--- src/sv/chg_pkg.sv ---
// ----------------------------------------------------------------------------
// chg_pkg
// Shared types, constants and helper functions for the convex hull block.
// ----------------------------------------------------------------------------
package chg_pkg;

   localparam int RESULT_LIMIT = 8;
   localparam int MIN_HULL     = 3;

   typedef struct packed {
      logic signed [15:0] x;
      logic signed [15:0] y;
   } point_type;

   typedef struct packed {
      logic signed [15:0] point_x;
      logic signed [15:0] point_y;
      logic               last_point;
   } req_type;

   typedef struct packed {
      logic signed [15:0] hull_x;
      logic signed [15:0] hull_y;
      logic               hull_last;
      logic               hull_empty;
      logic [3:0]         hull_count;
   } rsp_type;

   typedef enum logic [1:0] {
      TURN_COL,
      TURN_CW,
      TURN_CCW
   } turn_type;

   typedef enum logic [4:0] {
      ST_LOAD,
      ST_PIV_RD,
      ST_PIV_CMP,
      ST_SWAP_RD,
      ST_SWAP_WR,
      ST_SWAP_WR2,
      ST_SORT_KEY,
      ST_SORT_KEYW,
      ST_SORT_RD,
      ST_SORT_MUL,
      ST_SORT_DEC,
      ST_SORT_PUT,
      ST_DED_RD0,
      ST_DED_LD0,
      ST_DED_RD,
      ST_DED_MUL,
      ST_DED_DEC,
      ST_DED_LAST,
      ST_STK_RD1,
      ST_STK_A1,
      ST_STK_A2,
      ST_SCAN_RD,
      ST_SCAN_LD,
      ST_SCAN_MUL,
      ST_SCAN_DEC,
      ST_SCAN_POPW,
      ST_EM_INIT,
      ST_EM_RD,
      ST_EM_LD,
      ST_EMPTY
   } state_type;

   // sign of the cross product, positive is clockwise
   function automatic turn_type turn_of(logic signed [33:0] p1, logic signed [33:0] p2);
      logic signed [34:0] v;
      v = 35'(p1) - 35'(p2);
      if (v == '0)
         return TURN_COL;
      else if (!v[34])
         return TURN_CW;
      else
         return TURN_CCW;
   endfunction

   // manhattan length, orders collinear points just like euclidean length
   function automatic logic [17:0] l1_len(point_type a, point_type b);
      logic signed [16:0] dx;
      logic signed [16:0] dy;
      logic [16:0]        ax;
      logic [16:0]        ay;
      dx = 17'(a.x) - 17'(b.x);
      dy = 17'(a.y) - 17'(b.y);
      ax = dx[16] ? 17'(-dx) : 17'(dx);
      ay = dy[16] ? 17'(-dy) : 17'(dy);
      return 18'(ax) + 18'(ay);
   endfunction

endpackage

--- src/sv/chg_ram.sv ---
// ----------------------------------------------------------------------------
// chg_ram
// Simple dual port RAM, one write and one registered read port.
// ----------------------------------------------------------------------------
module chg_ram #(
   parameter int WIDTH = 32,
   parameter int DEPTH = 8,
   localparam int AW = (DEPTH > 1) ? $clog2(DEPTH) : 1
) (
   input  logic             clock,
   input  logic             wr_en,
   input  logic [AW-1:0]    wr_addr,
   input  logic [WIDTH-1:0] wr_data,
   input  logic             rd_en,
   input  logic [AW-1:0]    rd_addr,
   output logic [WIDTH-1:0] rd_data
);

   logic [WIDTH-1:0] mem [DEPTH];

   always_ff @(posedge clock) begin
      if (wr_en) begin
         mem[wr_addr] <= wr_data;
      end
      if (rd_en) begin
         rd_data <= mem[rd_addr];
      end
   end

endmodule

--- src/sv/convex_hull_graham_scan.sv ---
// Points load one per cycle while req_ready is high; the closing request starts
// pivot search, insertion sort, collinear pruning and stack scan, after which
// the hull vertices go out. One set at a time.
// Reset clears the state machine, point count and output valid; RAM contents
// need no clearing since every entry is written before it is read.
// ----------------------------------------------------------------------------
// convex_hull_graham_scan
// Graham scan convex hull over a small set of integer points held in RAM.
// ----------------------------------------------------------------------------
module convex_hull_graham_scan
   import chg_pkg::*;
#(
   parameter int MAX_POINTS = 8
) (
   input  logic    clock,
   input  logic    reset,
   input  logic    req_valid,
   output logic    req_ready,
   input  req_type req,
   output logic    rsp_valid,
   input  logic    rsp_ready,
   output rsp_type rsp
);

   localparam int IW = $clog2(MAX_POINTS);
   localparam int CW = $clog2(MAX_POINTS + 1);
   localparam int PW = $bits(point_type);

   state_type state_ff, state_in;
   logic [CW-1:0] cnt_ff, cnt_in, n_ff, n_in, m_ff, m_in, d_ff, d_in;
   logic [IW-1:0] i_ff, i_in, j_ff, j_in, best_ff, best_in;
   logic [3:0]    k_ff, k_in, rc_ff, rc_in;
   point_type     pivot_ff, pivot_in, key_ff, key_in, cur_ff, cur_in;
   point_type     prev_ff, prev_in, top_ff, top_in, sec_ff, sec_in;
   logic signed [33:0] prod1_ff, prod1_in, prod2_ff, prod2_in;
   logic          far_ff, far_in;
   rsp_type       rsp_ff, rsp_in;
   logic          rsp_valid_ff, rsp_valid_in;

   logic          pt_we, pt_re, st_we, st_re;
   logic [IW-1:0] pt_wa, pt_ra, st_wa, st_ra;
   point_type     pt_wd, st_wd;
   logic [PW-1:0] pt_rd_data, st_rd_data;
   point_type     pt_rd, st_rd;

   logic [CW-1:0] cnt_next, n_m1, m_m1, m_inc, em_addr;
   point_type     tp, tq, tr;
   logic signed [16:0] d1, d2, d3, d4;
   turn_type      turn;
   logic          rsp_free, after;
   point_type     req_pt;

   assign pt_rd  = point_type'(pt_rd_data);
   assign st_rd  = point_type'(st_rd_data);
   assign req_pt = '{x: req.point_x, y: req.point_y};

   chg_ram #(.WIDTH(PW), .DEPTH(MAX_POINTS)) u_point_ram (
      .clock  (clock),
      .wr_en  (pt_we),
      .wr_addr(pt_wa),
      .wr_data(pt_wd),
      .rd_en  (pt_re),
      .rd_addr(pt_ra),
      .rd_data(pt_rd_data)
   );

   chg_ram #(.WIDTH(PW), .DEPTH(MAX_POINTS)) u_stack_ram (
      .clock  (clock),
      .wr_en  (st_we),
      .wr_addr(st_wa),
      .wr_data(st_wd),
      .rd_en  (st_re),
      .rd_addr(st_ra),
      .rd_data(st_rd_data)
   );

   assign req_ready = (state_ff == ST_LOAD);
   assign rsp_valid = rsp_valid_ff;
   assign rsp       = rsp_ff;
   assign rsp_free  = !rsp_valid_ff || rsp_ready;

   assign cnt_next = cnt_ff + CW'(1);
   assign n_m1     = n_ff - CW'(1);
   assign m_m1     = m_ff - CW'(1);
   assign m_inc    = m_ff + CW'(1);
   assign em_addr  = d_ff - CW'(1) - CW'(k_ff);

   // shared turn unit operands
   always_comb begin
      tp = pivot_ff;
      tq = pt_rd;
      tr = key_ff;
      case (state_ff)
         ST_DED_MUL: begin
            tq = prev_ff;
            tr = pt_rd;
         end
         ST_SCAN_MUL: begin
            tp = sec_ff;
            tq = top_ff;
         end
         default: ;
      endcase
   end

   assign d1       = 17'(tq.y) - 17'(tp.y);
   assign d2       = 17'(tr.x) - 17'(tq.x);
   assign d3       = 17'(tq.x) - 17'(tp.x);
   assign d4       = 17'(tr.y) - 17'(tq.y);
   assign prod1_in = d1 * d2;
   assign prod2_in = d3 * d4;
   // key nearer than the element read: key goes first when collinear
   assign far_in   = l1_len(key_ff, pivot_ff) < l1_len(pt_rd, pivot_ff);
   assign turn     = turn_of(prod1_ff, prod2_ff);
   assign after    = (turn == TURN_COL) ? far_ff : (turn != TURN_CCW);

   always_ff @(posedge clock) begin
      if (reset) begin
         state_ff     <= ST_LOAD;
         cnt_ff       <= '0;
         rsp_valid_ff <= 1'b0;
      end else begin
         state_ff     <= state_in;
         cnt_ff       <= cnt_in;
         rsp_valid_ff <= rsp_valid_in;
      end
   end

   always_ff @(posedge clock) begin
      n_ff     <= n_in;
      m_ff     <= m_in;
      d_ff     <= d_in;
      i_ff     <= i_in;
      j_ff     <= j_in;
      best_ff  <= best_in;
      k_ff     <= k_in;
      rc_ff    <= rc_in;
      pivot_ff <= pivot_in;
      key_ff   <= key_in;
      cur_ff   <= cur_in;
      prev_ff  <= prev_in;
      top_ff   <= top_in;
      sec_ff   <= sec_in;
      prod1_ff <= prod1_in;
      prod2_ff <= prod2_in;
      far_ff   <= far_in;
      rsp_ff   <= rsp_in;
   end

   always_comb begin
      state_in     = state_ff;
      cnt_in       = cnt_ff;
      n_in         = n_ff;
      m_in         = m_ff;
      d_in         = d_ff;
      i_in         = i_ff;
      j_in         = j_ff;
      best_in      = best_ff;
      k_in         = k_ff;
      rc_in        = rc_ff;
      pivot_in     = pivot_ff;
      key_in       = key_ff;
      cur_in       = cur_ff;
      prev_in      = prev_ff;
      top_in       = top_ff;
      sec_in       = sec_ff;
      rsp_in       = rsp_ff;
      rsp_valid_in = rsp_valid_ff && !rsp_ready;
      pt_we        = 1'b0;
      pt_wa        = '0;
      pt_wd        = req_pt;
      pt_re        = 1'b0;
      pt_ra        = '0;
      st_we        = 1'b0;
      st_wa        = '0;
      st_wd        = key_ff;
      st_re        = 1'b0;
      st_ra        = '0;

      case (state_ff)
         ST_LOAD: begin
            if (req_valid) begin
               if (cnt_ff != CW'(MAX_POINTS)) begin
                  pt_we  = 1'b1;
                  pt_wa  = cnt_ff[IW-1:0];
                  cnt_in = cnt_next;
               end
               if (req.last_point) begin
                  n_in   = (cnt_ff != CW'(MAX_POINTS)) ? cnt_next : cnt_ff;
                  cnt_in = '0;
                  i_in   = '0;
                  best_in = '0;
                  state_in = (n_in < CW'(MIN_HULL)) ? ST_EMPTY : ST_PIV_RD;
               end
            end
         end
         ST_PIV_RD: begin
            pt_re    = 1'b1;
            pt_ra    = i_ff;
            state_in = ST_PIV_CMP;
         end
         ST_PIV_CMP: begin
            if (i_ff == '0 || pt_rd.y < pivot_ff.y ||
                (pt_rd.y == pivot_ff.y && pt_rd.x < pivot_ff.x)) begin
               pivot_in = pt_rd;
               best_in  = i_ff;
            end
            if (i_ff == n_m1[IW-1:0]) begin
               state_in = ST_SWAP_RD;
            end else begin
               i_in     = i_ff + IW'(1);
               state_in = ST_PIV_RD;
            end
         end
         ST_SWAP_RD: begin
            pt_re    = 1'b1;
            pt_ra    = '0;
            state_in = ST_SWAP_WR;
         end
         ST_SWAP_WR: begin
            pt_we    = 1'b1;
            pt_wa    = best_ff;
            pt_wd    = pt_rd;
            state_in = ST_SWAP_WR2;
         end
         ST_SWAP_WR2: begin
            pt_we    = 1'b1;
            pt_wa    = '0;
            pt_wd    = pivot_ff;
            i_in     = IW'(2);
            state_in = ST_SORT_KEY;
         end
         ST_SORT_KEY: begin
            pt_re    = 1'b1;
            pt_ra    = i_ff;
            state_in = ST_SORT_KEYW;
         end
         ST_SORT_KEYW: begin
            key_in   = pt_rd;
            j_in     = i_ff;
            state_in = ST_SORT_RD;
         end
         ST_SORT_RD: begin
            pt_re    = 1'b1;
            pt_ra    = j_ff - IW'(1);
            state_in = ST_SORT_MUL;
         end
         ST_SORT_MUL: begin
            cur_in   = pt_rd;
            state_in = ST_SORT_DEC;
         end
         ST_SORT_DEC: begin
            pt_we = 1'b1;
            pt_wa = j_ff;
            if (after) begin
               pt_wd = cur_ff;
               j_in  = j_ff - IW'(1);
               state_in = (j_ff == IW'(2)) ? ST_SORT_PUT : ST_SORT_RD;
            end else begin
               pt_wd = key_ff;
               if (i_ff == n_m1[IW-1:0]) begin
                  state_in = ST_DED_RD0;
               end else begin
                  i_in     = i_ff + IW'(1);
                  state_in = ST_SORT_KEY;
               end
            end
         end
         ST_SORT_PUT: begin
            pt_we = 1'b1;
            pt_wa = IW'(1);
            pt_wd = key_ff;
            if (i_ff == n_m1[IW-1:0]) begin
               state_in = ST_DED_RD0;
            end else begin
               i_in     = i_ff + IW'(1);
               state_in = ST_SORT_KEY;
            end
         end
         ST_DED_RD0: begin
            pt_re    = 1'b1;
            pt_ra    = IW'(1);
            m_in     = CW'(1);
            i_in     = IW'(2);
            state_in = ST_DED_LD0;
         end
         ST_DED_LD0: begin
            prev_in  = pt_rd;
            state_in = ST_DED_RD;
         end
         ST_DED_RD: begin
            pt_re    = 1'b1;
            pt_ra    = i_ff;
            state_in = ST_DED_MUL;
         end
         ST_DED_MUL: begin
            cur_in   = pt_rd;
            state_in = ST_DED_DEC;
         end
         ST_DED_DEC: begin
            // keep only the farthest of a collinear run
            if (turn != TURN_COL) begin
               pt_we = 1'b1;
               pt_wa = m_ff[IW-1:0];
               pt_wd = prev_ff;
               m_in  = m_inc;
            end
            prev_in = cur_ff;
            if (i_ff == n_m1[IW-1:0]) begin
               state_in = ST_DED_LAST;
            end else begin
               i_in     = i_ff + IW'(1);
               state_in = ST_DED_RD;
            end
         end
         ST_DED_LAST: begin
            pt_we    = 1'b1;
            pt_wa    = m_ff[IW-1:0];
            pt_wd    = prev_ff;
            m_in     = m_inc;
            state_in = (m_inc < CW'(MIN_HULL)) ? ST_EMPTY : ST_STK_RD1;
         end
         ST_STK_RD1: begin
            pt_re    = 1'b1;
            pt_ra    = IW'(1);
            st_we    = 1'b1;
            st_wa    = '0;
            st_wd    = pivot_ff;
            state_in = ST_STK_A1;
         end
         ST_STK_A1: begin
            st_we    = 1'b1;
            st_wa    = IW'(1);
            st_wd    = pt_rd;
            sec_in   = pt_rd;
            pt_re    = 1'b1;
            pt_ra    = IW'(2);
            state_in = ST_STK_A2;
         end
         ST_STK_A2: begin
            st_we    = 1'b1;
            st_wa    = IW'(2);
            st_wd    = pt_rd;
            top_in   = pt_rd;
            d_in     = CW'(MIN_HULL);
            i_in     = IW'(3);
            state_in = (m_ff == CW'(MIN_HULL)) ? ST_EM_INIT : ST_SCAN_RD;
         end
         ST_SCAN_RD: begin
            pt_re    = 1'b1;
            pt_ra    = i_ff;
            state_in = ST_SCAN_LD;
         end
         ST_SCAN_LD: begin
            key_in   = pt_rd;
            state_in = ST_SCAN_MUL;
         end
         ST_SCAN_MUL: begin
            state_in = ST_SCAN_DEC;
         end
         ST_SCAN_DEC: begin
            if (d_ff > CW'(1) && turn != TURN_CCW) begin
               // pop; if the stack still holds two entries, refetch the new second entry from the stack RAM
               top_in = sec_ff;
               d_in   = d_ff - CW'(1);
               if (d_ff > CW'(2)) begin
                  st_re    = 1'b1;
                  st_ra    = IW'(d_ff - CW'(3));
                  state_in = ST_SCAN_POPW;
               end else begin
                  state_in = ST_SCAN_DEC;
               end
            end else begin
               st_we  = 1'b1;
               st_wa  = d_ff[IW-1:0];
               st_wd  = key_ff;
               sec_in = top_ff;
               top_in = key_ff;
               d_in   = d_ff + CW'(1);
               if (i_ff == m_m1[IW-1:0]) begin
                  state_in = ST_EM_INIT;
               end else begin
                  i_in     = i_ff + IW'(1);
                  state_in = ST_SCAN_RD;
               end
            end
         end
         ST_SCAN_POPW: begin
            sec_in   = st_rd;
            state_in = ST_SCAN_MUL;
         end
         ST_EM_INIT: begin
            rc_in    = (int'(d_ff) > RESULT_LIMIT) ? 4'(RESULT_LIMIT) : 4'(d_ff);
            k_in     = '0;
            state_in = ST_EM_RD;
         end
         ST_EM_RD: begin
            st_re    = 1'b1;
            st_ra    = em_addr[IW-1:0];
            state_in = ST_EM_LD;
         end
         ST_EM_LD: begin
            if (rsp_free) begin
               rsp_in.hull_x     = st_rd.x;
               rsp_in.hull_y     = st_rd.y;
               rsp_in.hull_last  = (k_ff == rc_ff - 4'd1);
               rsp_in.hull_empty = 1'b0;
               rsp_in.hull_count = rc_ff;
               rsp_valid_in      = 1'b1;
               if (k_ff == rc_ff - 4'd1) begin
                  state_in = ST_LOAD;
               end else begin
                  k_in     = k_ff + 4'd1;
                  state_in = ST_EM_RD;
               end
            end
         end
         ST_EMPTY: begin
            if (rsp_free) begin
               rsp_in.hull_x     = '0;
               rsp_in.hull_y     = '0;
               rsp_in.hull_last  = 1'b1;
               rsp_in.hull_empty = 1'b1;
               rsp_in.hull_count = '0;
               rsp_valid_in      = 1'b1;
               state_in          = ST_LOAD;
            end
         end
         default: begin
            state_in = ST_LOAD;
         end
      endcase
   end

endmodule

--- config.mk ---
export PLATFORM = sky130hd
export DESIGN_NAME = convex_hull_graham_scan
export DESIGN_NICKNAME = d
export VERILOG_FILES = /design/src/sv/chg_pkg.sv /design/src/sv/chg_ram.sv /design/src/sv/convex_hull_graham_scan.sv
export SDC_FILE = /design/constraint.sdc
export NUM_CORES = 2
export LEC_CHECK = 0
export BUFFER_PORTS_ARGS = -buffer_cell sky130_fd_sc_hd__buf_2
export CAP_MARGIN = 20
export CORE_MARGIN = 2
export CORE_UTILIZATION = 40
export DETAILED_ROUTE_END_ITERATION = 10
export HOLD_SLACK_MARGIN = 0.06
export PLACE_DENSITY_LB_ADDON = 0.3
export SLEW_MARGIN = 20
export SYNTH_ARGS = -nofsm -noshare
export SYNTH_HDL_FRONTEND = slang
export SYNTH_SLANG_ARGS = --single-unit
--- constraint.sdc ---
create_clock -name clock -period 11 [get_ports clock]
set_input_delay 1.1 -clock clock [delete_from_list [all_inputs] [get_ports clock]]
set_output_delay 1.1 -clock clock [all_outputs]
set_load 0.05 [all_outputs]
==> reports/qor.txt <==
# DRC -> 4
startpoint types -> register
Hold-fix buffers, CTS -> 0
Clock Latency Late Sink -> 0.79 ns
Total Routed Length -> 216 mm
Final GP Congestion -> 0.958
Multi-input gate area -> 39100 sq um
Root Buffer -> clkbuf_16
crit path DAT -> 11.14 ns
DP Wirelength -> 161 mm
vias in the first global route -> 49744
top-level port count -> 77
Worst Hold Class -> reg2reg
top_reg_cell synth -> edfxtp_1
hold path cells -> 2
Reg2Reg Depth -> 35
FP Rows -> 152
Finished Cell Area -> 76700 sq um
number of vias per cell -> 5.62
synthesized net count -> 7227
Nets -> 7363
number of fill cells -> 15933
clock skew -> 0.0931 ns
FFs w/ async S/R, synth -> 0%
Seq. cell area -> 26600 sq um
critical path data required time -> 11.65 ns
Core Util, Final -> 44.6%
Worst Setup End Kind -> register
antenna violations before repair -> 4
Worst-path clk slew -> 0.06 ns
Final Cycle Share -> 95.4%
Period minus WS final -> 10.49 ns
Initial Util -> 40.4%
final hold violation count -> 0
register area share after synthesis -> 38.4%
final setup fails -> 0
router iterations before antenna repair -> 11
CTS tree -> yes
CP max FO -> 23
area post-placement -> 73400 sq um
post-synth cell types -> 96
synthesized area per cell -> 11.2 sq um
Num CTS Buffers -> 99
clock sink count -> 913
TNS Setup -> 0 ns
setup ws final -> 0.510 ns
grt total ovfl -> 0
Largest stage delay, worst path -> 0.52 ns
outcome -> finished, violations left
first-pass GRT wire length -> 321 mm
Mapped Area -> 69400 sq um
DRT iter0 DRCs -> 4903
post-route ant nets -> 0
share of layout cells above drive strength 1 -> 11.0%
kind of critical path -> reg2reg
DR WL/cell -> 24.8 um
Synth Instances -> 6185
Die ar. -> 177000 sq um
Slew headroom -> 17.4%
Die W -> 421 um
largest net degree at the start of global routing -> 70
Setup Fix Bufs, Post-CTS -> 0
cell mode on critical path -> fa_1
Worst-Margin Slew -> 1.24 ns
area grow syn2layout -> 10.6%
Global Route Usage Sum -> 24.5%
post-place setup slack -> 0.444 ns
final count of pins violating max slew -> 0
htree depth -> 3
violations in the final reports -> design-rule violations
Max Fclk -> 95.3 MHz
number of enable-type register cells in the synthesized netlist -> 834
Synth warnings -> 0
Buffers on Ports -> 76
CORE AREA -> 172000 sq um
die height -> 421 um
Bufs on Longest Clock Path -> 3
Max-Cap Viols -> 0
slowest CP cell -> fa_1
#FFs+latches synth -> 913
unrepaired setup endpoints after global routing -> false
vias after detailed routing -> 49015
-- routing by layer --
metal  share of wire (%)  track usage (%)  vias up
li1                    -                -    21701
met1                  40             31.7    24795
met2                  46             39.3     2064
met3                 7.9             4.67      455
met4                 5.8             12.2        0
met5                   0                0        -
-- flip-flops by register name (all words and copies together), names as in the netlist, 4 cells and up --
signal               flops
u_stack_ram.rd_data     32
cur_ff                  32
cnt_ff                   4
rc_ff                    4
state_ff                 5
prev_ff                 32
key_ff                  32
u_point_ram.mem        256
rsp                     38
k_ff                     4
u_point_ram.rd_data     32
pivot_ff                32
u_stack_ram.mem        256
prod1_ff                34
m_ff                     4
prod2_ff                34
top_ff                  32
sec_ff                  32
d_ff                     4
-- final timing paths --
kind | startpoint | slack (ns) | to
worst max-delay path | state_ff[4] | 0.51 | prod2_ff[33]
worst min-delay path | cur_ff[8] | 0.48 | prev_ff[8]
worst max register to register | state_ff[4] | 0.51 | prod2_ff[33]
worst min register to register | cur_ff[8] | 0.48 | prev_ff[8]
-- critical path: cells and delay by family (launching register included) --
family | cells | cell delay, ns
and+or+nand+nor | 2 | 0.32
xor gates and xnor gates | 3 | 0.83
adders and majority gates | 10 | 4.40
DFF | 1 | 0.45
AOI/OAI and AO/OA | 12 | 3.42
buffers and inverters | 8 | 0.91
-- kinds of logic after synthesis --
| group | Yosys count | share of synthesized area [%] |
|---|---|---|
| compound gates | 947 | 9.49 |
| xor+xnor | 323 | 4.08 |
| fa+ha+maj | 1012 | 24.8 |
| buf+inv | 1042 | 5.76 |
| flops | 913 | 38.4 |
| mux | 292 | 6.67 |
| simple gates | 1656 | 10.9 |
-- placed cells by master (no fill, tap or decap), types with 23 or more instances in the layout --
cell / instances
or3_1: 28
nand3_1: 62
nand2_1: 707
nand2b_1: 59
mux2_2: 81
ha_1: 399
and2_1: 129
a22o_1: 32
nor2_1: 369
inv_1: 816
buf_2: 77
o211ai_1: 23
fa_1: 606
dfxtp_1: 79
buf_4: 181
nor3_1: 72
xor2_1: 89
edfxtp_1: 834
a31oi_1: 27
o21bai_1: 33
a222oi_1: 29
mux2i_1: 71
a221o_1: 65
clkbuf_16: 99
o21ai_0: 146
a21oi_1: 229
o21a_1: 45
a21o_1: 59
a211oi_1: 23
nand4_1: 23
a22oi_1: 69
nor2b_1: 76
xnor2_1: 228
mux4_2: 127
-- cells in the mapped netlist, types with 76 or more instances --
cell type,number,share of area [%]
a21oi_1,233,1.7
and2_1,129,1.2
clkbuf_1,165,0.89
dfxtp_1,79,2.3
edfxtp_1,834,36
fa_1,606,17
ha_1,399,7.2
inv_1,816,4.4
mux2_2,81,1.3
mux4_2,127,4.1
nand2_1,708,3.8
nor2_1,383,2.1
nor2b_1,76,0.68
nor3_1,82,0.59
o21ai_0,147,1.1
xnor2_1,231,2.9
xor2_1,92,1.2
-- cell type report --
| type | instances | share of cell area [%] |
|---|---|---|
| repair buffers | 260 | 2.34 |
| flip-flops and latches | 913 | 34.7 |
| well taps | 2310 | 3.77 |
| inverters | 817 | 4.00 |
| multi-input cells | 4230 | 51.0 |
| diodes | 5 | 0.0163 |
| clock inverters | 62 | 0.848 |
| clock buffers | 119 | 3.34 |
-- timing repair --
action,4_1_cts,5_1_grt
hold endpoints to repair,0,0
setup endpoints to repair,0,5
resized for setup,0,6
-- through the flow --
step | hold WS (ns) | std cells
global route | 0.521 | 8711
detailed placement | 0.524 | 8529
CTS | 0.462 | 8710
global placement | 0.513 | 8527
floorplan | 0.488 | 6185
finish | 0.480 | 8716
Power is not shown: default switching activity piles up to over one toggle a cycle in this logic, so the estimate is an artifact.
